File: src/hdl/rpc_pkg.sv
`timescale 1ns / 1ps
// ----------------------------------------------------------------------------
// rpc_pkg: shared types and constants of the rectangular/polar converter
// Fixed-point formats, CORDIC angle table and the item that moves down the
// pipeline.
// ----------------------------------------------------------------------------
package rpc_pkg;

  // Datapath width for x and y (Q.20, with headroom for the CORDIC gain).
  localparam int XW = 27;
  // Angle width (Q.24, holds a Q4.12 angle shifted left by 12).
  localparam int ZW = 28;
  // Gain constant width (signed) and product width.
  localparam int GW = 25;
  localparam int PW = XW + GW;
  // Rounded value width before saturation.
  localparam int RW = 21;
  // Number of entries in the arctangent table.
  localparam int ATAN_ENTRIES = 24;

  localparam logic signed [ZW-1:0] ANG_PI      = 28'sd52707179;
  localparam logic signed [ZW-1:0] ANG_HALF_PI = 28'sd26353589;
  localparam logic signed [ZW-1:0] ANG_TWO_PI  = 28'sd105414357;
  localparam logic signed [GW-1:0] GAIN_Q24    = 25'sd10188014;
  localparam logic signed [RW-1:0] OUT_MAX     = 21'sd65535;
  localparam logic signed [RW-1:0] OUT_MIN     = -21'sd65536;

  typedef enum logic {
    CMD_TO_POLAR = 1'b0,
    CMD_TO_RECT  = 1'b1
  } rpc_cmd_t;

  // One item in flight through the CORDIC stages.
  typedef struct packed {
    logic signed [XW-1:0] x;
    logic signed [XW-1:0] y;
    logic signed [ZW-1:0] z;
    logic                 vec;   // vectoring (cartesian to polar)
    logic                 flip;  // negate both results at the end
    logic                 zero;  // zero vector, results forced to zero
  } rpc_item_t;

  // atan(2^-idx) in Q.24, rounded to nearest.
  function automatic logic signed [ZW-1:0] atan_q24(input logic [4:0] idx);
    logic signed [ZW-1:0] v;
    case (idx)
      5'd0:    v = 28'sd13176795;
      5'd1:    v = 28'sd7778716;
      5'd2:    v = 28'sd4110060;
      5'd3:    v = 28'sd2086331;
      5'd4:    v = 28'sd1047214;
      5'd5:    v = 28'sd524117;
      5'd6:    v = 28'sd262123;
      5'd7:    v = 28'sd131069;
      5'd8:    v = 28'sd65536;
      5'd9:    v = 28'sd32768;
      5'd10:   v = 28'sd16384;
      5'd11:   v = 28'sd8192;
      5'd12:   v = 28'sd4096;
      5'd13:   v = 28'sd2048;
      5'd14:   v = 28'sd1024;
      5'd15:   v = 28'sd512;
      5'd16:   v = 28'sd256;
      5'd17:   v = 28'sd128;
      5'd18:   v = 28'sd64;
      5'd19:   v = 28'sd32;
      5'd20:   v = 28'sd16;
      5'd21:   v = 28'sd8;
      5'd22:   v = 28'sd4;
      5'd23:   v = 28'sd2;
      default: v = 28'sd0;
    endcase
    return v;
  endfunction

endpackage

File: src/hdl/rpc_cordic_stage.sv
`timescale 1ns / 1ps
// ----------------------------------------------------------------------------
// rpc_cordic_stage: one CORDIC micro-rotation
// Rotates or vectors by atan(2^-STEP) and registers the result.
// ----------------------------------------------------------------------------
module rpc_cordic_stage #(
  parameter int STEP = 0
) (
  input  logic               clk,
  input  logic               rst_n,
  input  logic               up_valid,
  input  rpc_pkg::rpc_item_t up_item,
  output logic               up_ready,
  output logic               dn_valid,
  output rpc_pkg::rpc_item_t dn_item,
  input  logic               dn_ready
);

  logic                          v_r;
  rpc_pkg::rpc_item_t            item_r, item_nxt;
  logic signed [rpc_pkg::XW-1:0] xs, ys;
  logic signed [rpc_pkg::ZW-1:0] ang;
  logic                          ccw;
  logic                          en;

  assign en       = !v_r || dn_ready;
  assign up_ready = en;
  assign dn_valid = v_r;
  assign dn_item  = item_r;

  assign xs  = $signed(up_item.x) >>> STEP;
  assign ys  = $signed(up_item.y) >>> STEP;
  assign ang = rpc_pkg::atan_q24(5'(STEP));

  // Vectoring drives y toward zero; rotation drives z toward zero.
  assign ccw = up_item.vec ? up_item.y[rpc_pkg::XW-1] : !up_item.z[rpc_pkg::ZW-1];

  always_comb begin
    item_nxt = up_item;
    if (ccw) begin
      item_nxt.x = $signed(up_item.x) - ys;
      item_nxt.y = $signed(up_item.y) + xs;
      item_nxt.z = $signed(up_item.z) - ang;
    end else begin
      item_nxt.x = $signed(up_item.x) + ys;
      item_nxt.y = $signed(up_item.y) - xs;
      item_nxt.z = $signed(up_item.z) + ang;
    end
  end

  always_ff @(posedge clk) begin
    if (!rst_n) begin
      v_r <= 1'b0;
    end else if (en) begin
      v_r <= up_valid;
    end
  end

  always_ff @(posedge clk) begin
    if (en) begin
      item_r <= item_nxt;
    end
  end

endmodule

File: config.mk
export PLATFORM = sky130hd
export DESIGN_NAME = rpc_cordic_stage
export DESIGN_NICKNAME = d
export VERILOG_FILES = /design/src/hdl/rpc_pkg.sv /design/src/hdl/rpc_cordic_stage.sv
export SDC_FILE = /design/constraint.sdc
export NUM_CORES = 1
export LEC_CHECK = 0
export BUFFER_PORTS_ARGS = -buffer_cell sky130_fd_sc_hd__buf_4
export CORE_MARGIN = 5
export CORE_UTILIZATION = 40
export CTS_BUF_LIST = sky130_fd_sc_hd__clkbuf_8
export CTS_CLUSTER_DIAMETER = 100
export DETAILED_ROUTE_END_ITERATION = 7
export GPL_TIMING_DRIVEN = 0
export SLEW_MARGIN = 20
export SYNTH_ARGS = -nofsm -noshare
export SYNTH_HDL_FRONTEND = slang
export SYNTH_SLANG_ARGS = --single-unit
File: constraint.sdc
create_clock -name clk -period 5.35 [get_ports clk]
set_input_delay 1.07 -clock clk [delete_from_list [all_inputs] [get_ports clk]]
set_output_delay 1.07 -clock clk [all_outputs]
set_load 0.03 [all_outputs]
* After elaboration in Yosys (flattened, before gate mapping)
Index checks and enable logic that the tools add are counted.
Storage, ports and cells: memories 0, register bits 86, bits in writable memories 0, latch bits 0, logic and storage cells 17, memory bits (read-only) 0
Operators by class: div/mod/pow operators 0, eq/ne operators 0, shift-type cells 0, muxes and demuxes 2, bitwise operators 0, reduce and logical (&&, ||, !) cells 3, order comparisons 0, multiply operators 0, $add $sub $neg 5
Operators by type and width (number):
- $mux 82 | 1
- $sub 27x27->27 | 2
- $add 28x25->28 const B | 1
- $sub 28x25->28 const B | 1
- $add 27x27->27 | 1
- $logic_not 1->1 | 2
- $logic_or 1x1->1 | 1
- $mux 1 | 1

* Depth between registers and ports, before layout
depth in word-level cells 3, gate-level depth with buffers 16, gate-level depth less buffers 14

* Least setup slack after synthesis
No wires, ideal clock.
kind input to register, start input up_item[2] (netlist bit), end register item_r, in the netlist dn_item[29], data pin, arrival 4.179 ns, cell stages on the path 16, required time 5.092 ns, path buffers 2, path slack 0.914 ns, path through or2b_1 nand2_2 inv_2 clkbuf_1 buf_1 xnor2_1 ha_1 nor2_1 o41ai_1 o21ai_0 a31oi_1 a221oi_2 nor3_1 o21a_1 nor2_1 xnor2_1
RTL lines:
- start, declared | RTL line rpc_cordic_stage.sv:12 | input rpc_pkg::rpc_item_t up_item,
- end signal, assigned | RTL line rpc_cordic_stage.sv:61 | item_r <= item_nxt;
- end, declared | RTL line rpc_cordic_stage.sv:20 | rpc_pkg::rpc_item_t item_r, item_nxt;

==> flow_metrics.env <==
export IMPL_worst_slew_margin_rel=0.346
export IMPL_syn_nets=1176
export IMPL_finalHoldViolCount=0
export IMPL_cts_max_path_buffers=2
export IMPL_synth_distinct_cells=86
export IMPL_dieHeight_um=156
export IMPL_cp_end_kind="flop"
export IMPL_p_per_area_mw_per_mm2=271
export IMPL_drv_slew=0
export IMPL_hpwl_um=21200
export IMPL_syn_inst=985
export IMPL_leakagePower_nw=4.51
export IMPL_synth_edf_count=84
export IMPL_clk_pin_slew_ns=0.09
export IMPL_path_class="in2reg"
export IMPL_dieArea_mm2=0.0244
export IMPL_drtPass1Iterations=5
export IMPL_fin_crit_sh=0.901
export IMPL_layout_nets=1357
export IMPL_drive_gt1_frac=0.191
export IMPL_place_gp_congestion=0.946
export IMPL_rsz0062_at_grt="no"
export IMPL_worst_slack_ns=0.530
export IMPL_wire_per_inst_um=18.7
export IMPL_num_io_pins=176
export IMPL_core_area_mm2=0.0210
export IMPL_r2r_slack_ns=3.83
export IMPL_status="finished, final reports clean"
export IMPL_first_global_vias=7688
export IMPL_cts_sinks=85
export IMPL_insertion_delay_ns=0.39
export IMPL_cts_root_buf="clkbuf_8"
export IMPL_core_rowCount=53
export IMPL_clock_fmax_mhz=207
export IMPL_final_area_mm2=0.0104
export IMPL_grt_overflow=0
export IMPL_required_ns=5.49
export IMPL_syn_area_per_cell_um2=8.67
export IMPL_antennaDiodeCount=0
export IMPL_grt_max_degree=54
export IMPL_tightest_slew_ns=0.966
export IMPL_place_ws_ns=-0.193
export IMPL_yosysTopAreaCellShare=0.295
export IMPL_die_w_um=156
export IMPL_synth_async_reset_ratio=0
export IMPL_place_area_mm2=0.0102
export IMPL_yosys_area_top_type="edfxtp_1"
export IMPL_io_buffer_count=169
export IMPL_drt_initial_drc_count=790
export IMPL_cts_tree="done"
export IMPL_synth_seq_cells=85
export IMPL_final_setup_tns_ns=0
export IMPL_antenna_found_initial=0
export IMPL_yosysWarnings=0
export IMPL_synth_ff_type="edfxtp_1"
export IMPL_grtUsageTotal=0.216
export IMPL_cts_max_level=3
export IMPL_initial_core_util=0.406
export IMPL_numCtsBuffers=9
export IMPL_grt_pass1_wl_um=41700
export IMPL_drt_total_wl_um=27000
export IMPL_whs_ns=0.860
export IMPL_final_cells=1446
export IMPL_setup_violations=0
export IMPL_skew_ns=0.0182
export IMPL_syn_area_mm2=0.00854
export IMPL_max_cap_violations=0
export IMPL_via_count=8025
export IMPL_ant_nets=0
export IMPL_peakVddDrop_mv=0.113
export IMPL_area_growth_pct=21.3
export IMPL_yosys_top_cells_area="edfxtp_1 30%, ha_1 15%, xnor2_1 8.0%"
export IMPL_start_kind="input port"
export IMPL_yosysSeqAreaShare=0.298
export IMPL_drc=0
export IMPL_finalCriticalPeriod_ns=4.82
export IMPL_arrival_ns=4.96
export IMPL_place_inst=1430
export IMPL_post_drt_via_cell_ratio=5.55
export IMPL_hold_path_class="in2reg"
export IMPL_cp_max_fo=21
export IMPL_post_cts_buffers=0
## cell type report
cell class	instances	area [um^2]
clock buffers	10	138
repair buffers	170	1290
fillers	2120	10700
well taps	275	344
multi-input cells	763	5460
plain buffers	51	225
flip-flops and latches	85	2540
inverters	86	323
clock inverters	6	32.5
## report_power, final
part	switching (mW)	internal, mW	leakage (nW)	total [mW]
Clock	0.263	0.177	0.0907	0.440
Combinational	0.880	0.521	3.54	1.40
Sequential	0.0439	0.921	0.878	0.965
## cells in the final DEF, fill, tap and decap left out, drive strengths merged, types with 18 or more instances in the layout
cell and count:
a21oi 105, nor3 21, clkbuf 42, nor2 88, ha 99, o21bai 18
a21o 18, nand2 50, xnor2 78, o211ai 21, o21ai 70, inv 86
edfxtp 84, buf 189
## path summary, 6_finish.rpt
kind / from / to / cells after the start
worst max-delay path: up_item[2] / dn_item[29] / 17
worst min-delay path: up_item[1] / dn_item[1] / 1
worst max register to register: dn_valid / dn_item[76] / 2
worst min register to register: dn_valid / dn_item[19] / 1
## registers in the layout, indices dropped and copies added (netlist names)
| signal | flops |
|---|---|
| dn_valid | 1 |
| dn_item | 84 |
## worst max-delay path: stages
cell and delay [ns]:
buf_4 0.14, or2b_1 0.21, nand2_2 0.18, inv_2 0.17, clkbuf_2 0.31, clkbuf_4 0.45
xnor2_1 0.17, ha_1 0.28, nor2_1 0.09, o41ai_1 0.41, o21ai_0 0.23, a31oi_1 0.50
a221oi_2 0.15, nor3_1 0.28, o21a_1 0.14, nor2_1 0.05, xnor2_1 0.11
## Yosys cell counts, types with 3 or more instances
master / number
fa_1: 3
a21o_1: 18
xor2_1: 7
buf_1: 8
and2_1: 4
or2_2: 4
ha_1: 99
o21ai_0: 66
a21oi_1: 105
nor3_1: 20
o21bai_1: 17
nor4_1: 3
edfxtp_1: 84
xnor2_1: 78
a31oi_1: 10
nor2b_1: 12
or4_1: 3
nand3_1: 12
inv_1: 83
a211oi_1: 4
nor2_1: 88
o31a_1: 6
nand2_1: 49
mux2i_1: 6
or3_1: 10
and3_1: 6
o21ai_1: 3
buf_4: 3
buf_2: 8
o211ai_1: 20
o22ai_1: 6
nand4_1: 10
a211o_1: 3
a21boi_0: 3
o311ai_0: 4
nand2b_1: 7
nor3b_1: 3
o31ai_1: 8
o21a_1: 12
a221oi_1: 3
clkbuf_1: 31
a221o_1: 3
## cells by family after synthesis
kind of cell,after synthesis,synth area share
XOR/XNOR,85,0.0872
buffers and inverters,137,0.0636
AND/OR/NAND/NOR,241,0.136
AO/OA/AOI/OAI,326,0.253
adder cells (fa/ha/maj),105,0.156
flip-flops,85,0.298
multiplexers,6,0.00703
## per-layer routing
| metal | up-vias | wire [um] | GRT usage |
|---|---|---|---|
| li1 | 3907 | - | - |
| met1 | 3790 | 12300 | 0.299 |
| met2 | 296 | 12700 | 0.359 |
| met3 | 32 | 1570 | 0.0225 |
| met4 | 0 | 466 | 0.0603 |
| met5 | - | 0 | 0 |
## metrics by stage
step | util | total power [mW]
floorplan | - | 1.88
global placement | 0.483 | 2.37
detailed placement | 0.484 | 2.38
CTS | 0.492 | 2.82
global route | 0.493 | 2.96
finish | 0.493 | 2.80
## timing repair
item / CTS / global route
hold buffers: 0 / 0
setup endpoints to repair: 0 / 2
hold endpoints to repair: 0 / 0
gates resized for setup: 0 / 3
No activity file was read; power rests on OpenSTA's default activity.
