## src/hdl/rpc_pkg.sv

```systemverilog
`timescale 1ns / 1ps
// ----------------------------------------------------------------------------
// rpc_pkg: shared types and constants of the rectangular/polar converter
// Fixed-point formats, CORDIC angle table and the item that moves down the
// pipeline.
// ----------------------------------------------------------------------------
package rpc_pkg;

  // Datapath width for x and y (Q.20, with headroom for the CORDIC gain).
  localparam int XW = 27;
  // Angle width (Q.24, holds a Q4.12 angle shifted left by 12).
  localparam int ZW = 28;
  // Gain constant width (signed) and product width.
  localparam int GW = 25;
  localparam int PW = XW + GW;
  // Rounded value width before saturation.
  localparam int RW = 21;
  // Number of entries in the arctangent table.
  localparam int ATAN_ENTRIES = 24;

  localparam logic signed [ZW-1:0] ANG_PI      = 28'sd52707179;
  localparam logic signed [ZW-1:0] ANG_HALF_PI = 28'sd26353589;
  localparam logic signed [ZW-1:0] ANG_TWO_PI  = 28'sd105414357;
  localparam logic signed [GW-1:0] GAIN_Q24    = 25'sd10188014;
  localparam logic signed [RW-1:0] OUT_MAX     = 21'sd65535;
  localparam logic signed [RW-1:0] OUT_MIN     = -21'sd65536;

  typedef enum logic {
    CMD_TO_POLAR = 1'b0,
    CMD_TO_RECT  = 1'b1
  } rpc_cmd_t;

  // One item in flight through the CORDIC stages.
  typedef struct packed {
    logic signed [XW-1:0] x;
    logic signed [XW-1:0] y;
    logic signed [ZW-1:0] z;
    logic                 vec;   // vectoring (cartesian to polar)
    logic                 flip;  // negate both results at the end
    logic                 zero;  // zero vector, results forced to zero
  } rpc_item_t;

  // atan(2^-idx) in Q.24, rounded to nearest.
  function automatic logic signed [ZW-1:0] atan_q24(input logic [4:0] idx);
    logic signed [ZW-1:0] v;
    case (idx)
      5'd0:    v = 28'sd13176795;
      5'd1:    v = 28'sd7778716;
      5'd2:    v = 28'sd4110060;
      5'd3:    v = 28'sd2086331;
      5'd4:    v = 28'sd1047214;
      5'd5:    v = 28'sd524117;
      5'd6:    v = 28'sd262123;
      5'd7:    v = 28'sd131069;
      5'd8:    v = 28'sd65536;
      5'd9:    v = 28'sd32768;
      5'd10:   v = 28'sd16384;
      5'd11:   v = 28'sd8192;
      5'd12:   v = 28'sd4096;
      5'd13:   v = 28'sd2048;
      5'd14:   v = 28'sd1024;
      5'd15:   v = 28'sd512;
      5'd16:   v = 28'sd256;
      5'd17:   v = 28'sd128;
      5'd18:   v = 28'sd64;
      5'd19:   v = 28'sd32;
      5'd20:   v = 28'sd16;
      5'd21:   v = 28'sd8;
      5'd22:   v = 28'sd4;
      5'd23:   v = 28'sd2;
      default: v = 28'sd0;
    endcase
    return v;
  endfunction

endpackage

```

## src/hdl/rpc_post.sv

```systemverilog
`timescale 1ns / 1ps
// ----------------------------------------------------------------------------
// rpc_post: gain correction and output formatting
// Three register stages: gain multiply, rounding with sign flip and zero
// forcing, saturation into the output register.
// ----------------------------------------------------------------------------
module rpc_post (
  input  logic                 clk,
  input  logic                 rst_n,
  input  logic                 up_valid,
  input  rpc_pkg::rpc_item_t   up_item,
  output logic                 up_ready,
  output logic                 dn_valid,
  output logic signed [16:0]   dn_result_a,
  output logic signed [16:0]   dn_result_b,
  input  logic                 dn_ready
);

  localparam logic signed [rpc_pkg::PW-1:0] ROUND_P = rpc_pkg::PW'(64'sd2147483648);
  localparam logic signed [rpc_pkg::ZW-1:0] ROUND_Z = rpc_pkg::ZW'(32'sd2048);

  logic en1, en2, en3;

  // Stage 1: products
  logic                          v1_r;
  logic signed [rpc_pkg::PW-1:0] px1_r, px1_nxt, py1_r, py1_nxt;
  logic signed [rpc_pkg::ZW-1:0] z1_r;
  logic                          vec1_r, flip1_r, zero1_r;

  // Stage 2: rounded values
  logic                          v2_r;
  logic signed [rpc_pkg::RW-1:0] ra2_r, ra2_nxt, rb2_r, rb2_nxt;
  logic signed [rpc_pkg::PW-1:0] px_rnd, py_rnd;
  logic signed [rpc_pkg::ZW-1:0] z_rnd;

  // Stage 3: saturated output register
  logic                          v3_r;
  logic signed [16:0]            ra3_r, ra3_nxt, rb3_r, rb3_nxt;

  assign en3      = !v3_r || dn_ready;
  assign en2      = !v2_r || en3;
  assign en1      = !v1_r || en2;
  assign up_ready = en1;
  assign dn_valid = v3_r;
  assign dn_result_a = ra3_r;
  assign dn_result_b = rb3_r;

  assign px1_nxt = $signed(up_item.x) * rpc_pkg::GAIN_Q24;
  assign py1_nxt = $signed(up_item.y) * rpc_pkg::GAIN_Q24;

  always_ff @(posedge clk) begin
    if (!rst_n) begin
      v1_r <= 1'b0;
    end else if (en1) begin
      v1_r <= up_valid;
    end
  end

  always_ff @(posedge clk) begin
    if (en1) begin
      px1_r   <= px1_nxt;
      py1_r   <= py1_nxt;
      z1_r    <= up_item.z;
      vec1_r  <= up_item.vec;
      flip1_r <= up_item.flip;
      zero1_r <= up_item.zero;
    end
  end

  // Round half up: add half an LSB, then take the upper bits.
  assign px_rnd = px1_r + ROUND_P;
  assign py_rnd = py1_r + ROUND_P;
  assign z_rnd  = z1_r + ROUND_Z;

  always_comb begin
    ra2_nxt = {px_rnd[rpc_pkg::PW-1], px_rnd[rpc_pkg::PW-1:32]};
    if (vec1_r) begin
      rb2_nxt = {{(rpc_pkg::RW-16){z_rnd[rpc_pkg::ZW-1]}}, z_rnd[rpc_pkg::ZW-1:12]};
    end else begin
      rb2_nxt = {py_rnd[rpc_pkg::PW-1], py_rnd[rpc_pkg::PW-1:32]};
    end
    if (flip1_r) begin
      ra2_nxt = -ra2_nxt;
      rb2_nxt = -rb2_nxt;
    end
    if (zero1_r) begin
      ra2_nxt = '0;
      rb2_nxt = '0;
    end
  end

  always_ff @(posedge clk) begin
    if (!rst_n) begin
      v2_r <= 1'b0;
    end else if (en2) begin
      v2_r <= v1_r;
    end
  end

  always_ff @(posedge clk) begin
    if (en2) begin
      ra2_r <= ra2_nxt;
      rb2_r <= rb2_nxt;
    end
  end

  always_comb begin
    if (ra2_r > rpc_pkg::OUT_MAX) begin
      ra3_nxt = rpc_pkg::OUT_MAX[16:0];
    end else if (ra2_r < rpc_pkg::OUT_MIN) begin
      ra3_nxt = rpc_pkg::OUT_MIN[16:0];
    end else begin
      ra3_nxt = ra2_r[16:0];
    end
    if (rb2_r > rpc_pkg::OUT_MAX) begin
      rb3_nxt = rpc_pkg::OUT_MAX[16:0];
    end else if (rb2_r < rpc_pkg::OUT_MIN) begin
      rb3_nxt = rpc_pkg::OUT_MIN[16:0];
    end else begin
      rb3_nxt = rb2_r[16:0];
    end
  end

  always_ff @(posedge clk) begin
    if (!rst_n) begin
      v3_r <= 1'b0;
    end else if (en3) begin
      v3_r <= v2_r;
    end
  end

  always_ff @(posedge clk) begin
    if (en3) begin
      ra3_r <= ra3_nxt;
      rb3_r <= rb3_nxt;
    end
  end

endmodule

```

## config.mk

```make
export PLATFORM = sky130hd
export DESIGN_NAME = rpc_post
export DESIGN_NICKNAME = d
export VERILOG_FILES = /design/src/hdl/rpc_pkg.sv /design/src/hdl/rpc_post.sv
export SDC_FILE = /design/constraint.sdc
export NUM_CORES = 2
export LEC_CHECK = 0
export ABC_AREA = 0
export BUFFER_PORTS_ARGS = -buffer_cell sky130_fd_sc_hd__buf_2
export CORE_UTILIZATION = 35
export DETAILED_ROUTE_END_ITERATION = 7
export GPL_TIMING_DRIVEN = 0
export REMOVE_ABC_BUFFERS = 1
export SLEW_MARGIN = 5
export SYNTH_ARGS = -nofsm -noshare
export SYNTH_HDL_FRONTEND = slang
export SYNTH_SLANG_ARGS = --single-unit
```

## constraint.sdc

```tcl
create_clock -name clk -period 8.96 [get_ports clk]
set_input_delay 1.792 -clock clk [delete_from_list [all_inputs] [get_ports clk]]
set_output_delay 1.792 -clock clk [all_outputs]
set_load 0.02 [all_outputs]
```

---- Word level (Yosys, flattened, before mapping) ----
Index checks and enable logic that the tools add are counted.
Widths: inputs -> output; s select.
operators by class
  add/sub/neg operators ................... 5
  $mul .................................... 2
  $lt $le $gt $ge ......................... 4
  mux-type cells .......................... 5
  reduce and logical (&&, ||, !) cells .... 6
operator list
  operator                count
  $add 52x33->52 const B  2
  $mul 27x24->51 const B  2
  $mux 21                 3
  $gt 21x17->1 const B    2
  $lt 21x17->1 const B    2
  $mux 17                 2
  $add 28x13->28 const B  1
  $neg 20->21             1
  $neg 21->21             1
  $logic_not 1->1         3
  $logic_or 1x1->1        3
word-level totals
  register bits ........................... 212
  input port bits ......................... 89

---- Longest topological paths before layout ----
  word-level depth ........................ 4
  mapped depth ............................ 25
  depth with buffers taken out ............ 25

---- Least setup slack after synthesis ----
OpenSTA, ideal clock, no wires.
  kind .................................... input to register
  from .................................... in up_item[79] (netlist bit)
  to ...................................... reg px1_r[50] (netlist bit) (data pin)
  library setup time ...................... 262 ps
  arrival time ............................ 7530 ps
  required time ........................... 8698 ps
  setup slack ............................. 1168 ps
  stages .................................. 21
  path buffers ............................ 0
  path through ............................ fa_1 inv_1 fa_1 fa_1 fa_1 inv_1 fa_1 fa_1 inv_1 fa_1 inv_1 ha_1 a21o_1 a21o_1 and2_0 o41a_1 nor4b_2 o21ai_1 a41oi_1 a21oi_1 xor2_1
between the ends
  word-level cells in the longest chain between the ends .. 1
RTL lines
  what                         RTL line        text
  start, declared              rpc_post.sv:11  input rpc_pkg::rpc_item_t up_item,
  $mul 27x24->51               rpc_post.sv:48  assign px1_nxt = $signed(up_item.x) * rpc_pkg::GAIN_Q24;
  named net px1_nxt (one bit)  rpc_post.sv:26  logic signed [rpc_pkg::PW-1:0] px1_r, px1_nxt, py1_r, py1_nxt;
  end signal, assigned         rpc_post.sv:61  px1_r <= px1_nxt;
  end, declared                rpc_post.sv:26
The timed path passes the listed nets, and every way through them passes these cells.
A chain may end at the register's enable or synchronous reset.

---- Worst setup path in the final report ----
  from .................................... in up_item[57] (netlist bit)
  to ...................................... reg py1_r[45] (netlist bit) (data pin)
between the ends
  word-level cells in the longest chain between the ends .. 1
RTL lines
  what                         RTL line        text
  $mul 27x24->51               rpc_post.sv:49  assign py1_nxt = $signed(up_item.y) * rpc_pkg::GAIN_Q24;
  named net py1_nxt (one bit)  rpc_post.sv:26
  end signal, assigned         rpc_post.sv:62  py1_r <= py1_nxt;
  end, declared                rpc_post.sv:26
The timed path passes the listed nets, and every way through them passes these cells.

==> summary.md <==
| Metric | Value |
|---|---|
| Worst path cell trace | buf_4, ha_1, xor2_1, fa_1, fa_1, fa_1, inv_1, fa_1, fa_1, inv_1, fa_1, inv_1, ha_1, a21oi_1, o21ai_0, or2_2, a2111oi_4, o21ai_1, o2111a_1, a31o_2, a21oi_1, xnor2_1 |
| Buf/Inv on CP | 4 |
| Avg WL per Cell | 17.23 µm |
| Syn Std Cell Area | 34,060 µm² |
| Residual DRC count | 0 |
| Critical path's top delay family | adder cells |
| # diodes | 0 |
| Post-route setup slack | 0.3157 ns |
| Reg2reg setup slack | 5.64 ns |
| Number of distinct library cells after synthesis | 88 |
| Final WL | 80,190 µm |
| Fin. Hold Viols | 0 |
| Slew headroom | 26.55% |
| Share of layout cells above drive strength 1 | 5.801% |
| Syn. warnings | 0 |
| Met3 Wirelength | 3239 µm |
| Number of flops mapped to enable cells by yosys | 138 |
| Worst Path Max Fanout | 59 |
| PortBufs | 113 |
| Detailed Routing Iterations Pass 1 | 7 |
| Setup violations, final | 0 |
| Design Area, Final | 36,800 µm² |
| Async S/R FF share, synth | 0% |
| Global route overflow | 0 |
| Critical Path End | py1_r[45]$_DFFE_PP_ |
| Root Buffer | clkbuf_16 |
| Cell count after synthesis | 3,264 |
| Gpl congestion | 0.9157 |
| Crit Path Category | in2reg |
| Slowest cell on the critical path | a2111oi_4 |
| Initial antenna violation count | 2 |
| Hold slack | 0.4884 ns |
| Adder-Cell Fraction of Synth Area | 58.07% |
| Initial Utilization | 35.27% |
| Core area | 96,570 µm² |
| Post-route ant nets | 0 |
| Fmax | 0.1157 GHz |
| Synth Register Bits | 141 |
| Worst path max stage delay | 0.60 ns |
| Detail Placement HPWL | 69,460 µm |
| Initial DRC count | 939 |
| Die width | 313.9 µm |
| Worst Reg-to-Reg Cells | 10 |
| Mux contribution to synthesized area | 0.6392% |
| Die Area | 98,560 µm² |
| Simple-gate area share of the yosys netlist | 5.852% |
| Dominant synthesized flop cell | edfxtp_1 |
| First-pass GRT wire length | 132,300 µm |
| Worst hold path type | reg2reg |
| Crit. End Element | flop |
| H-tree depth | 4 |
| Top sig layer | met5 |
| Synth Area in Compound Gates | 7.314% |
| Filler instances | 9,475 |
| Final Critical Period | 8.644 ns |
| Met2 Wirelength | 37,680 µm |
| TritonCTS Buffers | 17 |
| CTS tree | yes |
| Met1 WL | 37,670 µm |
| RSZ-0062 raised after global routing | no |
| Gr usage total | 17.17% |
| Tcrit/Tclk final | 96.48% |
| Ports | 125 |
| Post-layout util | 38.11% |
| Worst R2R End | ra2_r[15]$_SDFFCE_PP0P_ |
| Post-synthesis xor/xnor area fraction | 5.426% |
| Synth Area per Inst | 10.43 µm² |
| Critical register-to-register path startpoint | px1_r[32]$_DFFE_PP_ |
| Largest family of logic cells by synthesized area | adder cells |
| Most used cell, CP | fa_1 |
| Startpoint Class | input pin |
| Total Nets Final | 4,659 |
| Levels on crit path | 22 |
| Outcome | finished clean |
| Clk sink count | 141 |
| Chip height | 313.9 µm |
| Layout Skew | 0.01430 ns |
| Clock transition at path regs | 0.06 ns |
| Largest net degree at the start of global routing | 63 |
| Vias/cell | 4.719 |
| Vias in the first global route | 23,990 |
| Placement Setup Slack | -0.5021 ns |
| CP Launch Point | up_item[57] |
| Placed Area | 36,180 µm² |
| Cell Rows | 114 |
| Area growth, synth to finish | 8.056% |
| Clock Latency Late Sink | 0.43 ns |
| Max-cap viol count | 0 |
| WP data arrival | 8.82 ns |
| Final slew viol count | 0 |
| Vias | 21,970 |
| Seq/Total Area, Yosys | 12.34% |
| Worst Tran Pin Value | 1.098 ns |
| Max clock buf depth | 2 |
| Required time of the critical path | 9.13 ns |
[metrics by stage]
| stage | TNS, ns | instances |
|---|---|---|
| 6_report | 0 | 4655 |
| 5_1_grt | 0 | 4655 |
| 4_1_cts | 0 | 4654 |
| 3_5_place_dp | -4.884 | 4622 |
| 3_3_place_gp | -13.14 | 4619 |
| 2_1_floorplan | 0 | 3230 |
[synth_stat cells, types with 4 or more instances]
library cell / number / area share [%]
o21ai_0: 54 / 0.79
nand4_1: 32 / 0.59
a211oi_1: 6 / 0.13
nor4_1: 6 / 0.11
mux2i_1: 18 / 0.53
fa_1: 628 / 37
a21o_1: 128 / 2.8
a22o_1: 4 / 0.10
a31oi_1: 7 / 0.13
nor2b_1: 18 / 0.33
nor2_1: 120 / 1.3
nand2b_1: 7 / 0.13
o31ai_1: 7 / 0.15
xnor2_1: 109 / 2.8
inv_1: 902 / 9.9
nand3_1: 34 / 0.50
nand2_1: 71 / 0.78
buf_2: 6 / 0.088
nor2_2: 4 / 0.073
xor2_1: 102 / 2.6
o21a_1: 9 / 0.20
or2_2: 10 / 0.18
edfxtp_1: 138 / 12
a22oi_1: 4 / 0.088
and2_1: 5 / 0.092
and3_1: 18 / 0.33
ha_1: 576 / 21
clkbuf_1: 26 / 0.29
and4_1: 6 / 0.15
nor3_1: 21 / 0.31
o21bai_1: 10 / 0.22
o21ai_1: 10 / 0.15
a21oi_1: 84 / 1.2
[cell type report]
cell class	count	area [µm²]	area share, %
sequential	141	4204	11.42
clock inverter	15	157.7	0.4284
inverter	903	3390	9.210
tap	1276	1597	4.338
multi-input combinational	2186	26350	71.60
clock buffer	17	425.4	1.156
timing repair buffer	117	676.9	1.839
[registers in the layout (all words and copies together), names as in the netlist]
register and cells:
px1_r 21, flip1_r 1, dn_result_b 17, ra2_r 21
rb2_r 21, v1_r 1, zero1_r 1, py1_r 21
v2_r 1, z1_r 17, vec1_r 1, dn_result_a 17
dn_valid 1
[worst min path at each step]
stage,endpoint,startpoint,slack [ns],cells after the start
2_1_floorplan,dn_result_a[16]$_SDFFCE_PN0P_,ra2_r[20]$_SDFFCE_PP0P_,0.45,0
3_3_place_gp,dn_result_a[16]$_SDFFCE_PN0P_,ra2_r[20]$_SDFFCE_PP0P_,0.47,0
3_5_place_dp,dn_result_a[16]$_SDFFCE_PN0P_,ra2_r[20]$_SDFFCE_PP0P_,0.48,0
4_1_cts,dn_result_a[16]$_SDFFCE_PN0P_,ra2_r[20]$_SDFFCE_PP0P_,0.49,0
5_1_grt,dn_result_a[11]$_SDFFCE_PN1P_,ra2_r[11]$_SDFFCE_PP0P_,0.52,1
6_report,dn_result_a[16]$_SDFFCE_PN0P_,ra2_r[20]$_SDFFCE_PP0P_,0.49,0
[cells in the final DEF, fill, tap and decap left out, types with 21 or more instances in the layout]
| cell type | instances |
|---|---|
| inv_1 | 901 |
| fa_1 | 628 |
| ha_1 | 575 |
| edfxtp_1 | 138 |
| a21o_1 | 128 |
| nor2_1 | 120 |
| buf_2 | 111 |
| xnor2_1 | 109 |
| xor2_1 | 102 |
| a21oi_1 | 84 |
| nand2_1 | 70 |
| o21ai_0 | 54 |
| nand3_1 | 33 |
| nand4_1 | 32 |
| nor3_1 | 21 |
[metal layers]
| layer | GRT usage (%) | vias to the layer above |
|---|---|---|
| li1 | - | 10480 |
| met1 | 23.94 | 10970 |
| met2 | 28.62 | 440 |
| met3 | 1.973 | 76 |
| met4 | 3.670 | 4 |
| met5 | 0 | - |
[kinds of logic (layout without fill, tap and decap cells)]
logic type / count (synthesis) / count (layout)
flip-flops: 141 / 141
buffers and inverters: 937 / 1052
adder cells (fa/ha/maj): 1204 / 1204
multiplexers: 21 / 21
XOR/XNOR: 211 / 211
AO/OA/AOI/OAI: 369 / 369
AND/OR/NAND/NOR: 381 / 381
[timing repair]
item | in CTS | in global routing
cloned | 0 | 0
setup buffers | 0 | 0
hold buffers | 0 | 0
pin swaps | 0 | 0
gates resized for setup | 1 | 3
setup endpoints to repair | 2 | 6
Power is left out: the tool's default activity adds up to more than one toggle a clock period on the data nets, which glitch-free logic cannot reach.
