===== config.mk =====
export PLATFORM = sky130hd
export DESIGN_NAME = rpc_pre
export DESIGN_NICKNAME = d
export VERILOG_FILES = /design/src/hdl/rpc_pkg.sv /design/src/hdl/rpc_pre.sv
export SDC_FILE = /design/constraint.sdc
export NUM_CORES = 1
export LEC_CHECK = 0
export ABC_AREA = 1
export BUFFER_PORTS_ARGS = -buffer_cell sky130_fd_sc_hd__buf_4
export CORE_UTILIZATION = 35
export DETAILED_ROUTE_END_ITERATION = 16
export PLACE_DENSITY_LB_ADDON = 0.08
export SYNTH_ARGS = -nofsm -noshare
export SYNTH_HDL_FRONTEND = slang
export SYNTH_SLANG_ARGS = --single-unit

===== constraint.sdc =====
create_clock -name clk -period 3.1 [get_ports clk]
set_clock_uncertainty 0.15 [all_clocks]
set_input_delay 0.465 -clock clk [delete_from_list [all_inputs] [get_ports clk]]
set_output_delay 0.465 -clock clk [all_outputs]
set_load 0.005 [all_outputs]

===== src/hdl/rpc_pkg.sv =====
`timescale 1ns / 1ps
// ----------------------------------------------------------------------------
// rpc_pkg: shared types and constants of the rectangular/polar converter
// Fixed-point formats, CORDIC angle table and the item that moves down the
// pipeline.
// ----------------------------------------------------------------------------
package rpc_pkg;

  // Datapath width for x and y (Q.20, with headroom for the CORDIC gain).
  localparam int XW = 27;
  // Angle width (Q.24, holds a Q4.12 angle shifted left by 12).
  localparam int ZW = 28;
  // Gain constant width (signed) and product width.
  localparam int GW = 25;
  localparam int PW = XW + GW;
  // Rounded value width before saturation.
  localparam int RW = 21;
  // Number of entries in the arctangent table.
  localparam int ATAN_ENTRIES = 24;

  localparam logic signed [ZW-1:0] ANG_PI      = 28'sd52707179;
  localparam logic signed [ZW-1:0] ANG_HALF_PI = 28'sd26353589;
  localparam logic signed [ZW-1:0] ANG_TWO_PI  = 28'sd105414357;
  localparam logic signed [GW-1:0] GAIN_Q24    = 25'sd10188014;
  localparam logic signed [RW-1:0] OUT_MAX     = 21'sd65535;
  localparam logic signed [RW-1:0] OUT_MIN     = -21'sd65536;

  typedef enum logic {
    CMD_TO_POLAR = 1'b0,
    CMD_TO_RECT  = 1'b1
  } rpc_cmd_t;

  // One item in flight through the CORDIC stages.
  typedef struct packed {
    logic signed [XW-1:0] x;
    logic signed [XW-1:0] y;
    logic signed [ZW-1:0] z;
    logic                 vec;   // vectoring (cartesian to polar)
    logic                 flip;  // negate both results at the end
    logic                 zero;  // zero vector, results forced to zero
  } rpc_item_t;

  // atan(2^-idx) in Q.24, rounded to nearest.
  function automatic logic signed [ZW-1:0] atan_q24(input logic [4:0] idx);
    logic signed [ZW-1:0] v;
    case (idx)
      5'd0:    v = 28'sd13176795;
      5'd1:    v = 28'sd7778716;
      5'd2:    v = 28'sd4110060;
      5'd3:    v = 28'sd2086331;
      5'd4:    v = 28'sd1047214;
      5'd5:    v = 28'sd524117;
      5'd6:    v = 28'sd262123;
      5'd7:    v = 28'sd131069;
      5'd8:    v = 28'sd65536;
      5'd9:    v = 28'sd32768;
      5'd10:   v = 28'sd16384;
      5'd11:   v = 28'sd8192;
      5'd12:   v = 28'sd4096;
      5'd13:   v = 28'sd2048;
      5'd14:   v = 28'sd1024;
      5'd15:   v = 28'sd512;
      5'd16:   v = 28'sd256;
      5'd17:   v = 28'sd128;
      5'd18:   v = 28'sd64;
      5'd19:   v = 28'sd32;
      5'd20:   v = 28'sd16;
      5'd21:   v = 28'sd8;
      5'd22:   v = 28'sd4;
      5'd23:   v = 28'sd2;
      default: v = 28'sd0;
    endcase
    return v;
  endfunction

endpackage


===== src/hdl/rpc_pre.sv =====
`timescale 1ns / 1ps
// ----------------------------------------------------------------------------
// rpc_pre: input conditioning
// Two register stages: angle range reduction, then quadrant folding and the
// starting vector for the CORDIC stages.
// ----------------------------------------------------------------------------
module rpc_pre (
  input  logic                 clk,
  input  logic                 rst_n,
  input  logic                 up_valid,
  input  logic                 up_command,
  input  logic signed [15:0]   up_operand_a,
  input  logic signed [15:0]   up_operand_b,
  output logic                 up_ready,
  output logic                 dn_valid,
  output rpc_pkg::rpc_item_t   dn_item,
  input  logic                 dn_ready
);

  logic                        v1_r;
  logic                        cmd1_r, cmd1_nxt;
  logic signed [15:0]          a1_r;
  logic                        zero1_r, zero1_nxt;
  logic                        bneg1_r;
  logic signed [rpc_pkg::ZW-1:0] z1_r, z1_nxt;
  logic signed [rpc_pkg::ZW-1:0] zb;
  logic                        en1, en2;

  logic                        v2_r;
  rpc_pkg::rpc_item_t          item2_r, item2_nxt;
  logic signed [rpc_pkg::XW-1:0] xa;
  logic signed [rpc_pkg::XW-1:0] yb;

  assign en2      = !v2_r || dn_ready;
  assign en1      = !v1_r || en2;
  assign up_ready = en1;
  assign dn_valid = v2_r;
  assign dn_item  = item2_r;

  // Stage 1: a rotation angle is brought into -pi..pi. One correction is
  // enough for any Q4.12 input, since 8 rad lies below 3*pi. In vectoring
  // mode the imaginary part passes through unchanged.
  assign zb = {up_operand_b, 12'd0};

  always_comb begin
    cmd1_nxt  = up_command;
    zero1_nxt = (up_operand_a == 16'sd0) && (up_operand_b == 16'sd0);
    if (up_command == rpc_pkg::CMD_TO_RECT && zb > rpc_pkg::ANG_PI) begin
      z1_nxt = zb - rpc_pkg::ANG_TWO_PI;
    end else if (up_command == rpc_pkg::CMD_TO_RECT && zb < -rpc_pkg::ANG_PI) begin
      z1_nxt = zb + rpc_pkg::ANG_TWO_PI;
    end else begin
      z1_nxt = zb;
    end
  end

  always_ff @(posedge clk) begin
    if (!rst_n) begin
      v1_r <= 1'b0;
    end else if (en1) begin
      v1_r <= up_valid;
    end
  end

  always_ff @(posedge clk) begin
    if (en1) begin
      cmd1_r  <= cmd1_nxt;
      a1_r    <= up_operand_a;
      bneg1_r <= up_operand_b[15];
      zero1_r <= zero1_nxt;
      z1_r    <= z1_nxt;
    end
  end

  // Stage 2: starting vector. The angle register of stage 1 holds b << 12,
  // so b << 8 is recovered from it for the vectoring case.
  assign xa = {{3{a1_r[15]}}, a1_r, 8'd0};
  assign yb = {{3{bneg1_r}}, z1_r[27:4]};

  always_comb begin
    item2_nxt      = '0;
    item2_nxt.zero = 1'b0;
    item2_nxt.flip = 1'b0;
    if (cmd1_r == rpc_pkg::CMD_TO_POLAR) begin
      item2_nxt.vec  = 1'b1;
      item2_nxt.zero = zero1_r;
      if (a1_r < 16'sd0) begin
        // Left half plane: negate the vector and start from +-pi.
        item2_nxt.x = -xa;
        item2_nxt.y = -yb;
        item2_nxt.z = bneg1_r ? -rpc_pkg::ANG_PI : rpc_pkg::ANG_PI;
      end else begin
        item2_nxt.x = xa;
        item2_nxt.y = yb;
        item2_nxt.z = '0;
      end
    end else begin
      item2_nxt.vec = 1'b0;
      item2_nxt.x   = xa;
      item2_nxt.y   = '0;
      if (z1_r > rpc_pkg::ANG_HALF_PI) begin
        item2_nxt.z    = z1_r - rpc_pkg::ANG_PI;
        item2_nxt.flip = 1'b1;
      end else if (z1_r < -rpc_pkg::ANG_HALF_PI) begin
        item2_nxt.z    = z1_r + rpc_pkg::ANG_PI;
        item2_nxt.flip = 1'b1;
      end else begin
        item2_nxt.z = z1_r;
      end
    end
  end

  always_ff @(posedge clk) begin
    if (!rst_n) begin
      v2_r <= 1'b0;
    end else if (en2) begin
      v2_r <= v1_r;
    end
  end

  always_ff @(posedge clk) begin
    if (en2) begin
      item2_r <= item2_nxt;
    end
  end

endmodule


== Word-level counts from Yosys, hierarchy flattened ==
Cells that the tools add are included.

* Register bits: 134
* Word-level logic and storage cells: 45
* Input bits: 37

* Reduce and logical (&&, ||, !) cells: 10
* $lt $le $gt $ge: 5
* Add/sub/neg operators: 6
* Bitwise logic cells: 1
* Mux-type cells: 9

{| class="wikitable"
|+ Operators by type and width
! operator !! number
|-
| $mux W28 || 5
|-
| $mux W83 || 1
|-
| $mux W82 || 1
|-
| $logic_not A16 Y1 || 2
|-
| $add A28 B27 Y28 const B || 1
|-
| $add A28 B28 Y28 const B || 1
|-
| $gt A28 B26 Y1 const B || 1
|-
| $gt A28 B27 Y1 const B || 1
|-
| $lt A28 B26 Y1 const B || 1
|-
| $lt A28 B27 Y1 const B || 1
|-
| $sub A28 B27 Y28 const B || 1
|-
| $sub A28 B28 Y28 const B || 1
|-
| $neg A24 Y27 || 1
|-
| $neg A25 Y27 || 1
|-
| $lt A16 B1 Y1 const B || 1
|-
| $logic_and A1 B1 Y1 || 3
|-
| $logic_not A1 Y1 || 2
|-
| $logic_or A1 B1 Y1 || 2
|-
| $mux W1 || 2
|-
| $reduce_or A2 Y1 || 1
|-
| $not A1 Y1 || 1
|}

== Logic depth before layout (Yosys ltp) ==
Gate-level depths: netlist of run 1.

* Depth in word-level cells: 4
* Mapped depth: 15
* Gate-level depth less buffers: 15

== Worst setup path before layout of run 1 ==
Ideal clock, no wire load.

* Kind: input to register
* Start: in dn_ready
* End: reg item2_r, in the netlist dn_item[0] (enable)
* Setup slack: 0.467 ns
* Library setup time: 0.433 ns
* Cell stages on the path: 2
* Arrival: 2.050 ns
* Cell sequence: inv_1 nand2_1

* Cells in the longest elaborated chain, start to end: 1

{| class="wikitable"
|+ Ends and longest elaborated chain
! what !! RTL line !! text
|-
| start: declaration || rpc_pre.sv:17 || <nowiki>input logic dn_ready</nowiki>
|-
| $logic_or A1 B1 Y1 || rpc_pre.sv:34 || <nowiki>assign en2 = !v2_r || dn_ready;</nowiki>
|-
| net en2 || rpc_pre.sv:27 || <nowiki>logic en1, en2;</nowiki>
|-
| end signal: assignment || rpc_pre.sv:123 || <nowiki>item2_r <= item2_nxt;</nowiki>
|-
| end: declaration || rpc_pre.sv:30 || <nowiki>rpc_pkg::rpc_item_t item2_r, item2_nxt;</nowiki>
|}

The timed path passes the listed nets, and every way through them passes these cells.
A chain may end at the register's enable or synchronous reset.

==> results.txt, run 1 <==
Cell at the slowest stage of the critical path: edfxtp_1. In this run the cell area of the synthesized design comes to 0.007426 mm2. Relative to the synthesized area, the layout overhead comes to 18.67%. Setup repair after global routing left no endpoint under its margin.

The HPWL reported at the end of detailed placement is 15.56 mm. Post-detailed-route via-to-cell ratio: 4.935. 0 antenna diodes ended up in the layout.

The later pin in the worst-skew pair is clocked with a latency of 0.37 ns. The max-slew violation count was 0. The number of buffers inserted by post-CTS setup repair is 0. The delay of the slowest critical-path stage works out to 0.54 ns. The logs give 5971 for the via count of the first global-routing pass and 0.003343 mm2 for the register cell area after layout. Traced cell by cell, the critical path runs through clkinv_1 -> ha_1 -> nand3_1 -> inv_1 -> nand2_1 -> nand2_1 -> o21ai_0 -> nand2_2 -> nand2_1 -> nand2_1 -> nand3_1 -> nand2_1.

The logs give 6484 for the detailed-route via count and 3 for the number of H-tree branching levels. Averaged over all synthesized cells, the footprint is 7.917 um2. Class of the most critical setup path: register to register.

Ranked by total cell area, the synthesized netlist is headed by edfxtp_1 44%, nand2_1 13%, nand3_1 5.7%. For the global-route total usage across every layer, the log shows 0.1911. The clock drives 112 sinks.

The run gives 529 as the number of violations reported at the end of detailed-routing iteration 0. The number of I/O pins is 124, and the power density over cell area is 480.7 mW/mm2. The run finished with clean final reports. STA classifies the critical path startpoint as a register.

In this run, distinct cell masters in the synthesized netlist total 46. The area share of the largest cell type after synthesis was 0.4448; the number of nets still failing antenna checks after routing was 0. In this run the tool buffered the top-level ports with 115 buffer cells.

In this run, CTS created clock tree buffers numbering 9. The post-layout instance area was 0.008812 mm2. The number of instances resized during post-cts repair was 0. The tools report the CTS root buffer as clkbuf_16. The share of synthesized flip-flops with an asynchronous set or reset works out to 0. Maximum operating frequency: 0.3559 GHz.

In the final layout, the multi-input gates occupy 0.003423 mm2. The flip-flop and latch count after synthesis is 112. The first-pass iteration count of the detailed router was 5. The logs give 0.2736 mV for the worst ir drop on vdd and 0.3623 for the effective utilization at floorplan.

The total of warnings raised by yosys is 0. The library cells used most frequently in the layout, excluding fill and tap cells, are 258 x nand2_1, 132 x buf_4, 110 x edfxtp_1. Max-cap violations in this run came to 0. Placeable core region: 0.02049 mm2.

Chip height: 147.7 um. The biggest area contributor in the post-synthesis netlist is edfxtp_1. For the final hold violation count, the log shows 0.

The register area share after synthesis was 0.4502. Minimum clock period after layout: 2.810 ns. In this run the deepest clock path goes through 2 buffers. The die outline area was 0.02180 mm2. TritonCTS built the clock tree. The initial antenna violation count came out at 0. The final net count is 1091, and the relative max-transition margin is 0.5691.

The leakage dissipation is 4.144 nW. For the data arrival time of the critical path, the log shows 2.76 ns. After detailed routing, the average wire length per cell comes to 15.63 um.

Of all nets on the critical path, the largest fanout is 9. The cell with the most instances on the worst path is nand2_1. At the pin with the least slew margin, the transition time is 0.6449 ns. After detailed routing, the number of remaining DRC violations is 0.

The congestion estimate from routability-driven global placement came to 0.9367. The final layout contains routed wiring with a total length of 20.53 mm. In this run the core area contains 52 standard-cell rows.

STA puts the critical path data required time at 3.05 ns. The number of hold buffers added after CTS was 0. Fraction of final layout cells with drive strength greater than 1: 0.1868. Global routing finished with a remaining overflow of 0. The die outline width was 147.7 um; the worst hold slack was 0.1179 ns. The tools report the wire length of the first global-routing pass as 32.27 mm. Summed over all failing endpoints, the final setup total negative slack is 0 ns. The number of flops mapped to enable cells by yosys is 110. The post-route clock period utilization was 0.9063. The element type at the critical path end was a register. After filler insertion, the fill cell instance count of the layout stands at 2132. The clock transition at the registers of the reported paths works out to 0.09 ns. Leaving out fill and tap cells, the most frequent cell in the layout is nand2_1.

The placement-stage cell area is 0.008494 mm2. For this run, the leading register cell type out of synthesis is edfxtp_1. The worst hold path belongs to the class primary input to register. The total setup violations reported at the end of the flow is 0. Synthesis produced a netlist whose cell count is 938. Entering global routing, the biggest net connects 41 pins.
-- critical path, delay by kind of cell, from the launching register on --
kind | cells | cell delay [ns]
AND/OR/NAND/NOR | 8 | 0.71
adder cells (fa/ha/maj) | 1 | 0.38
AO/OA/AOI/OAI | 1 | 0.26
flip-flops | 1 | 0.54
buffers and inverters | 2 | 0.49
-- state kept, by name (all words and copies together), names as in the netlist --
name / flops
dn_item: 72
z1_r: 19
a1_r: 16
bneg1_r: 1
cmd1_r: 1
dn_valid: 1
v1_r: 1
zero1_r: 1
-- worst paths after layout --
path | startpoint | to | slack (ns) | cells after the start
worst max-delay path | z1_r[8]$_DFFE_PP_ | dn_item[26]$_DFFE_PP_ | 0.29 | 12
worst min-delay path | up_operand_a[2] | a1_r[2]$_DFFE_PP_ | 0.12 | 1
worst max register to register | z1_r[8]$_DFFE_PP_ | dn_item[26]$_DFFE_PP_ | 0.29 | 12
worst min register to register | v1_r$_SDFFE_PN0P_ | dn_valid$_SDFFE_PN0P_ | 0.31 | 2
-- synth_stat cells, types with 2 or more instances --
library cell  instances
dfxtp_1               2
xnor2_1               7
xor2_1               19
or2_2                 2
inv_1                90
a31oi_1               6
nand2_4               4
nor3_2                2
o21ai_0              47
o22ai_1               4
o21a_1                2
buf_4                21
o211ai_1              8
ha_1                 15
nor2_2                4
nor3_1               18
o21bai_1              2
nor2_4                3
nand2_2              14
nor2_1               93
o21ai_1               8
clkinv_1              2
inv_2                 9
buf_6                 4
nand3_1              84
clkbuf_1              7
o31ai_1               3
nand2_1             259
buf_2                18
nor4_1                6
nand4_1              12
edfxtp_1            110
nand3b_1              6
a21oi_1              35
-- per-stage QoR --
step | total power, mW | worst slack, ns | cells | utilization
after global placement | 3.039 | 0.3545 | 1298 | 0.4145
after global routing | 4.452 | 0.03277 | 1314 | 0.4300
after detailed placement | 3.039 | 0.2901 | 1298 | 0.4145
after CTS | 4.274 | 0.2773 | 1314 | 0.4300
after floorplan | 2.614 | 0.4669 | 945 | -
final | 4.236 | 0.2904 | 1314 | 0.4300
-- routing by layer --
metal  part of all wire  vias to the layer above  track usage
li1                   -                     3300            -
met1               0.46                     2961       0.2661
met2               0.47                      201       0.3104
met3              0.046                       22      0.02284
met4              0.016                        0      0.05773
met5                  0                        -            0
-- power by group --
group          total (mW)  internal, mW  switching (mW)
registers            1.98          1.86           0.115
logic                1.02         0.424           0.599
clock network        1.24         0.587           0.648
total                4.24          2.87            1.36
-- layout make-up --
| class | count | share of cell area |
|---|---|---|
| inverters | 101 | 0.04302 |
| multi-input cells | 682 | 0.3885 |
| flip-flops and latches | 112 | 0.3794 |
| clock inverters | 7 | 0.01051 |
| clock buffers | 9 | 0.02556 |
| well taps | 270 | 0.03834 |
| repair buffers | 133 | 0.1147 |
-- cells by family (layout without fill, tap and decap cells) --
logic type	after synthesis	after routing	share of synthesized area
other	1	8	0.0005050
buffers and inverters	151	250	0.09402
XOR/XNOR	26	26	0.03067
flip-flops	112	112	0.4502
AO/OA/AOI/OAI	118	118	0.08762
adder cells (fa/ha/maj)	15	15	0.02527
AND/OR/NAND/NOR	515	515	0.3117
Note: power is estimated with default switching activity, not from simulation.
==> inputs of run 2 (changes only) <==
--- a/config.mk
+++ b/config.mk
@@ -9,6 +9,7 @@
 export BUFFER_PORTS_ARGS = -buffer_cell sky130_fd_sc_hd__buf_4
 export CORE_UTILIZATION = 35
 export DETAILED_ROUTE_END_ITERATION = 16
+export GPL_TIMING_DRIVEN = 0
 export PLACE_DENSITY_LB_ADDON = 0.08
 export SYNTH_ARGS = -nofsm -noshare
 export SYNTH_HDL_FRONTEND = slang
==> results.txt, run 2 (synthesis gave the netlist of run 1 again) <==
The congestion estimate from routability-driven global placement came to 0.9322. The biggest fanout along the worst timing path came out at 12. STA classifies the critical path startpoint as a register. The post-route clock period utilization is 0.9487. The number of buffers and inverters on the critical path is 3. In the layout the commonest cells are 258 x nand2_1, 133 x buf_4, 110 x edfxtp_1. After filler insertion, the fill cell instance count of the layout stands at 2131. For the maximum number of pins on one net before global-route repair, the log shows 40. The critical path required time is 3.05 ns, and the die outline area is 0.02180 mm2. The fraction of final layout cells with drive strength greater than 1 was 0.2056. The number of I/O pins was 124; the number of nets still failing antenna checks after routing was 0. From bottom edge to top edge, the die measures 147.7 um. The first global-routing pass estimated 33.15 mm of wire. Setup repair after global routing left no endpoint under its margin. The effective utilization at floorplan came out at 0.3623.

The worst register-to-register path has a setup slack of 0.16 ns. The pre-antenna-repair detailed-routing pass consisted of 5 iterations. After clock tree synthesis, the clock-pin slew on the worst setup and hold paths is 0.09 ns.

The slowest stage of the critical path is the edfxtp_1 cell. Before CTS, the worst setup slack after placement is 0.03086 ns. For this design, the sink count on the clock tree is 112.

The endpoint identified for the worst register-to-register timing path is dn_item[26]$_DFFE_PP_. The combinational power share is 0.262. In the routed design, unresolved DRC markers number 0. The via count of the first global-routing pass was 6140.

The type of the worst min-delay path is primary input to register. The logs give 16.46 mm for the HPWL reported at the end of detailed placement and 438 for the number of violations reported at the end of detailed-routing iteration 0. The cell with the most instances on the worst path is nand2_1. Total power for the finished layout comes to 4.240 mW. At the pin with the least slew margin, the transition time is 0.7380 ns.

The die outline width was 147.7 um. By startpoint and endpoint, the worst setup path is classified as register to register. The max-cap violation count is 0, and the post-layout instance area is 0.009009 mm2.

The run gives 0.3400 GHz as the maximum operating frequency. The leftover overflow at the end of global routing came out at 0. STA classifies the critical path endpoint as a register. Kind of cell with the highest combined delay on the critical path: simple AND/OR/NAND/NOR gates. The total number of placement rows was 52.

For this design the ratio of total power to cell area is 470.7 mW/mm2. The switching share of power came out at 0.3171. The tools report the leakage dissipation as 4.270 nW. In this design, the stage delay of the slowest critical-path cell is 0.46 ns. For the worst setup path, the data arrival time is 2.89 ns. Wires add up to 21.14 mm. The run finished with clean final reports. The signal on the critical path passes through buf_6 -> clkinvlp_4 -> ha_1 -> nand3_1 -> inv_1 -> nand2_1 -> nand2_1 -> o21ai_0 -> nand2_2 -> nand2_1 -> nand2_1 -> nand3_1 -> nand2_1. Across the VDD grid, the largest voltage drop is 0.2866 mV.

The power share of the sequential group is 0.457, and the worst setup margin is 0.1589 ns. The number of port buffers is 109, and the internal power summed over all cells is 2.895 mW. The number of gates on the worst path with buffers counted works out to 13.

The number of cells on the worst reg-to-reg path is 13. The register with the most flip-flops in the layout has 72 of them. Leaving out fill and tap cells, the most frequent cell in the layout is nand2_1. For this design the total switching power over the nets is 1.345 mW. The signed area change from the synthesized netlist to the final layout came out at 21.31%.

TritonCTS built the clock tree. The startpoint of the lowest-slack register-to-register path is z1_r[11]$_SDFFCE_PP0P_. Detailed routing inserted a total of 6671 vias. The run gives 0.1966 as the global-route total usage across every layer.

The max-slew violation count was 0; the total negative slack was 0 ns. The final hold violation count came out at 0. The minimum clock period after layout was 2.941 ns; the number of H-tree branching levels was 3. The tree is rooted in a clkbuf_16. The net count of the finished layout is 1122. In the routed layout, each cell is associated on average with a via count of 4.960. Buffers inserted during clock tree synthesis total 9. In the final routed layout, each cell accounts on average for 15.71 um. Setup violations remaining at the end of the flow were counted as 0. The longest clock path from root to sink contains 2 buffers. At the later pin of the worst-skew pair, clock insertion delay measures 0.37 ns. The placement-stage cell area is 0.008661 mm2. Launch point of the worst path: z1_r[11]$_SDFFCE_PP0P_. The clock network fraction of total power is 0.281. Hold repair after CTS inserted 0 buffers.

For the relative max-transition margin, the log shows 0.5080. The capture point of the critical path was dn_item[26]$_DFFE_PP_. The placeable core region is 0.02049 mm2, and the number of antenna diodes is 0. The initial antenna violation count was 0.
## run 2: cell types whose count changed in the layout (fill, tap and decap cells not counted), sizes merged
cell	change
clkinv	-1
clkinvlp	+2
inv	-1
buf	+24
clkbuf	+7
## run 2: worst min path at each step
stage,start,to,slack [ns],cells past startpoint
2_1_floorplan,v1_r$_SDFFE_PN0P_,dn_valid$_SDFFE_PN0P_,0.28,2
5_1_grt,up_operand_a[0],a1_r[0]$_DFFE_PP_,0.11,1
4_1_cts,up_operand_a[3],a1_r[3]$_DFFE_PP_,0.12,1
3_5_place_dp,v1_r$_SDFFE_PN0P_,dn_valid$_SDFFE_PN0P_,0.31,2
6_report,up_operand_a[3],a1_r[3]$_DFFE_PP_,0.13,1
3_3_place_gp,v1_r$_SDFFE_PN0P_,dn_valid$_SDFFE_PN0P_,0.29,2
## run 2: power groups by stage
stage	clock network [mW]	registers [mW]	logic [mW]
floorplan	0	1.98	0.638
CTS	1.23	1.94	1.11
global placement	0	1.98	1.10
global route	1.28	1.96	1.24
detailed placement	0	1.98	1.10
finish	1.19	1.94	1.11
## run 2: stage by stage
step | hold WS [ns] | utilization | cells
floorplan | 0.2767 | - | 945
global placement | 0.2884 | 0.4200 | 1324
detailed placement | 0.3058 | 0.4226 | 1326
CTS | 0.1189 | 0.4381 | 1342
global route | 0.1146 | 0.4396 | 1345
finish | 0.1279 | 0.4396 | 1345
## run 2: final cells by class
class,count,area [um2],share of cell area
sequential,112,3343,0.3711
buffer,50,319.1,0.03542
timing repair buffer,114,880.8,0.09778
clock buffer,9,225.2,0.02500
clock inverter,7,92.59,0.01028
multi-input combinational,682,3423,0.3800
tap,270,337.8,0.03750
inverter,101,386.6,0.04292
## run 2: repair_timing
action,CTS,global route
setup endpoints to repair,0,9
gates resized for setup,0,2
buffers inserted,0,3
## run 2: per-layer routing
layer,vias to the layer above,global-route usage,wire length [um]
li1,3361,-,-
met1,3070,0.2673,9704
met2,216,0.3255,9954
met3,24,0.02531,1098
met4,0,0.06031,377
met5,-,0,0
==> inputs of run 3 (changes only) <==
--- a/config.mk
+++ b/config.mk
@@ -10,7 +10,7 @@
 export CORE_UTILIZATION = 35
 export DETAILED_ROUTE_END_ITERATION = 16
 export GPL_TIMING_DRIVEN = 0
-export PLACE_DENSITY_LB_ADDON = 0.08
+export PLACE_DENSITY = 0.62
 export SYNTH_ARGS = -nofsm -noshare
 export SYNTH_HDL_FRONTEND = slang
 export SYNTH_SLANG_ARGS = --single-unit
==> results.txt, run 3 (synthesis gave the netlist of run 1 again) <==
The flow ran to the end, and the final reports show no timing, DRC or antenna violations. The signed area change from the synthesized netlist to the final layout was 21.04%. The run gives 3 as the number of H-tree branching levels. The run gives 0.457 as the power share of the sequential group.

After filler insertion, the fill cell instance count of the layout stands at 2087. The class of the most critical setup path is register to register. The final instance count without filler cells was 1342; the final hold violation count was 0. Row generation in the floorplan step produced 52 rows.

The clock sink total was 112; the worst reg-to-reg path cell count was 12. Total power consumption of the routed design: 4.235 mW. The logs give 9.565 mm for the amount of wire on met2 after detailed routing and 0 for the initial antenna violation count. The tools report the placeable core region as 0.02049 mm2. With fillers left out, the area of the finished cells amounts to 0.008989 mm2. The max-slew violation count was 0; the total negative slack was 0 ns. In this run the power spent charging and discharging nets is 1.341 mW. The worst ir drop on vdd is 0.2276 mV, and the number of flip-flops in the largest register is 72. The run gives 6130 as the via count of the first global-routing pass. For the max-cap violation count, the log shows 0. The die is 147.7 um tall. In this run the post-CTS setup repair buffer count came out at 0. TritonCTS built the clock tree. Entering global routing, the biggest net connects 41 pins. In this run the power density over the cells is 471.2 mW/mm2.

The number of violations reported at the end of detailed-routing iteration 0 was 628. STA classifies the critical path startpoint as a register. The post-route core utilization was 0.4386; the average wire per cell in the routed design was 15.34 um. The leakage dissipation was 4.255 nW; the final RePlAce weighted congestion was 0.9404.

The total detailed-routing wirelength is 20.59 mm, and the worst hold path depth is 1. The post-route clock period utilization came out at 0.9484. Timing would allow up to 0.3401 GHz. Top layer reached by signal wires: met4.

In this run, CTS created clock tree buffers numbering 9. The logs give 0 for the number of DRC violations after detailed routing and 0.1926 for the global-route total usage across every layer. Cell internal power was estimated by the tool at 2.894 mW. The biggest fanout along the worst timing path is 9, and the switching share of power is 0.3167.

For the data arrival time of the critical path, the log shows 2.90 ns. The root buffer cell chosen for the clock tree is clkbuf_16. The top cell types in the final layout, fill and taps aside, are 258 x nand2_1, 130 x buf_4, 110 x edfxtp_1. The run gives 0 as the leftover overflow at the end of global routing. The commonest non-fill, non-tap cell in the layout is nand2_1.

The effective utilization at floorplan was 0.3623; the fraction of final layout cells with drive strength greater than 1 was 0.2034. The relative max-transition margin was 0.5423. Wire segments on met3 add up to 1.140 mm in the final route.

STA puts the critical path data required time at 3.06 ns. The tools report the HPWL reported at the end of detailed placement as 16.14 mm. At the pin with the least slew margin, the transition time is 0.6865 ns. For the worst-skew pair, the clock arrives at the later sink with an insertion delay of 0.36 ns.

The total setup violations reported at the end of the flow came out at 0. The tools report the clock network fraction of total power as 0.281. The run gives 32.67 mm as the wire length of the first global-routing pass. Across all setup checks in the final design, the least slack found is 0.1601 ns.

The post-detailed-route via-to-cell ratio came out at 4.978. Type of the worst min-delay path: primary input to register. For this block, the via count after detailed routing is 6680. The clock period could shrink to 2.940 ns. The tools report the startpoint of the lowest-slack register-to-register path as z1_r[8]$_DFFE_PP_. The clock transition at the registers of the reported paths came out at 0.09 ns. The element type at the critical path end was a register. For the number of antenna diodes, the log shows 0. Setup repair after global routing left no endpoint under its margin.

Port buffering added 109 buffers. End point of the worst hold path: a1_r[0]$_DFFE_PP_. Once detail routing completed, the nets flagged for antenna violations numbered 0. For the register-to-register setup slack, the log shows 0.16 ns.

Counting along the longest clock path gives a buffer depth of 2. The run gives 1119 as the final net count. For the detailed-route wire length on metal 1, the log shows 9.474 mm.

Startpoint of the lowest-slack hold path: up_operand_a[0]. OpenSTA, run right after detailed placement, puts the worst setup slack at 0.07060 ns. The first TritonRoute pass finished after 5 iterations. The worst hold slack is 0.1258 ns, and the number of I/O pins is 124. Once placement completed, the tool counted placed cells totaling 1326. The combinational power share is 0.262. The worst register-to-register path ends at dn_item[26]$_DFFE_PP_.

The die outline area came out at 0.02180 mm2. The tools report the placement-stage cell area as 0.008661 mm2. From left edge to right edge, the die measures 147.7 um.
## run 3: final cells by class
cell class,count,area [um2],area share
Tap cell,270,337.8,0.03758
Sequential cell,112,3343,0.3719
Timing Repair Buffer,111,858.3,0.09549
Buffer,50,319.1,0.03550
Multi-Input combinational cell,682,3423,0.3808
Clock buffer,9,225.2,0.02506
Clock inverter,7,95.09,0.01058
Inverter,101,386.6,0.04301
## run 3: power groups by stage
| stage | clock (mW) | combinational (mW) | sequential [mW] |
|---|---|---|---|
| CTS | 1.22 | 1.10 | 1.94 |
| global placement | 0 | 1.09 | 1.97 |
| finish | 1.19 | 1.11 | 1.94 |
| detailed placement | 0 | 1.10 | 1.97 |
| global route | 1.26 | 1.23 | 1.96 |
| floorplan | 0 | 0.638 | 1.98 |
## run 3: worst max-delay path by stage
| stage | start | to | slack [ns] | cells after the start |
|---|---|---|---|---|
| 6_report | z1_r[8]$_DFFE_PP_ | dn_item[26]$_DFFE_PP_ | 0.16 | 12 |
| 5_1_grt | z1_r[8]$_DFFE_PP_ | dn_item[26]$_DFFE_PP_ | 0.002 | 12 |
| 4_1_cts | z1_r[11]$_SDFFCE_PP0P_ | dn_item[26]$_DFFE_PP_ | 0.05 | 13 |
| 3_5_place_dp | z1_r[11]$_SDFFCE_PP0P_ | dn_item[26]$_DFFE_PP_ | 0.07 | 13 |
| 3_3_place_gp | dn_ready | dn_item[9]$_DFFE_PP_ | -0.38 | 3 |
| 2_1_floorplan | dn_ready | dn_item[0]$_SDFFCE_PP0P_ | 0.47 | 2 |
## run 3: worst max-delay path, cell delays in order (launching register included)
cell        delay (ns)
edfxtp_1          0.61
clkinvlp_4        0.34
ha_1              0.35
nand3_1           0.26
inv_1             0.17
nand2_1           0.11
nand2_1           0.08
o21ai_0           0.27
nand2_2           0.10
nand2_1           0.06
nand2_1           0.05
nand3_1           0.06
nand2_1           0.05
## run 3: repair_timing
action,4_1_cts,5_1_grt
hold buffers,0,0
endpoints found under the setup margin,0,11
resized for setup,0,2
## run 3: layer usage
| metal | track usage | vias to the layer above |
|---|---|---|
| met5 | 0 | - |
| met4 | 0.05619 | 0 |
| met3 | 0.03086 | 29 |
| met2 | 0.3123 | 219 |
| met1 | 0.2646 | 3081 |
| li1 | - | 3351 |
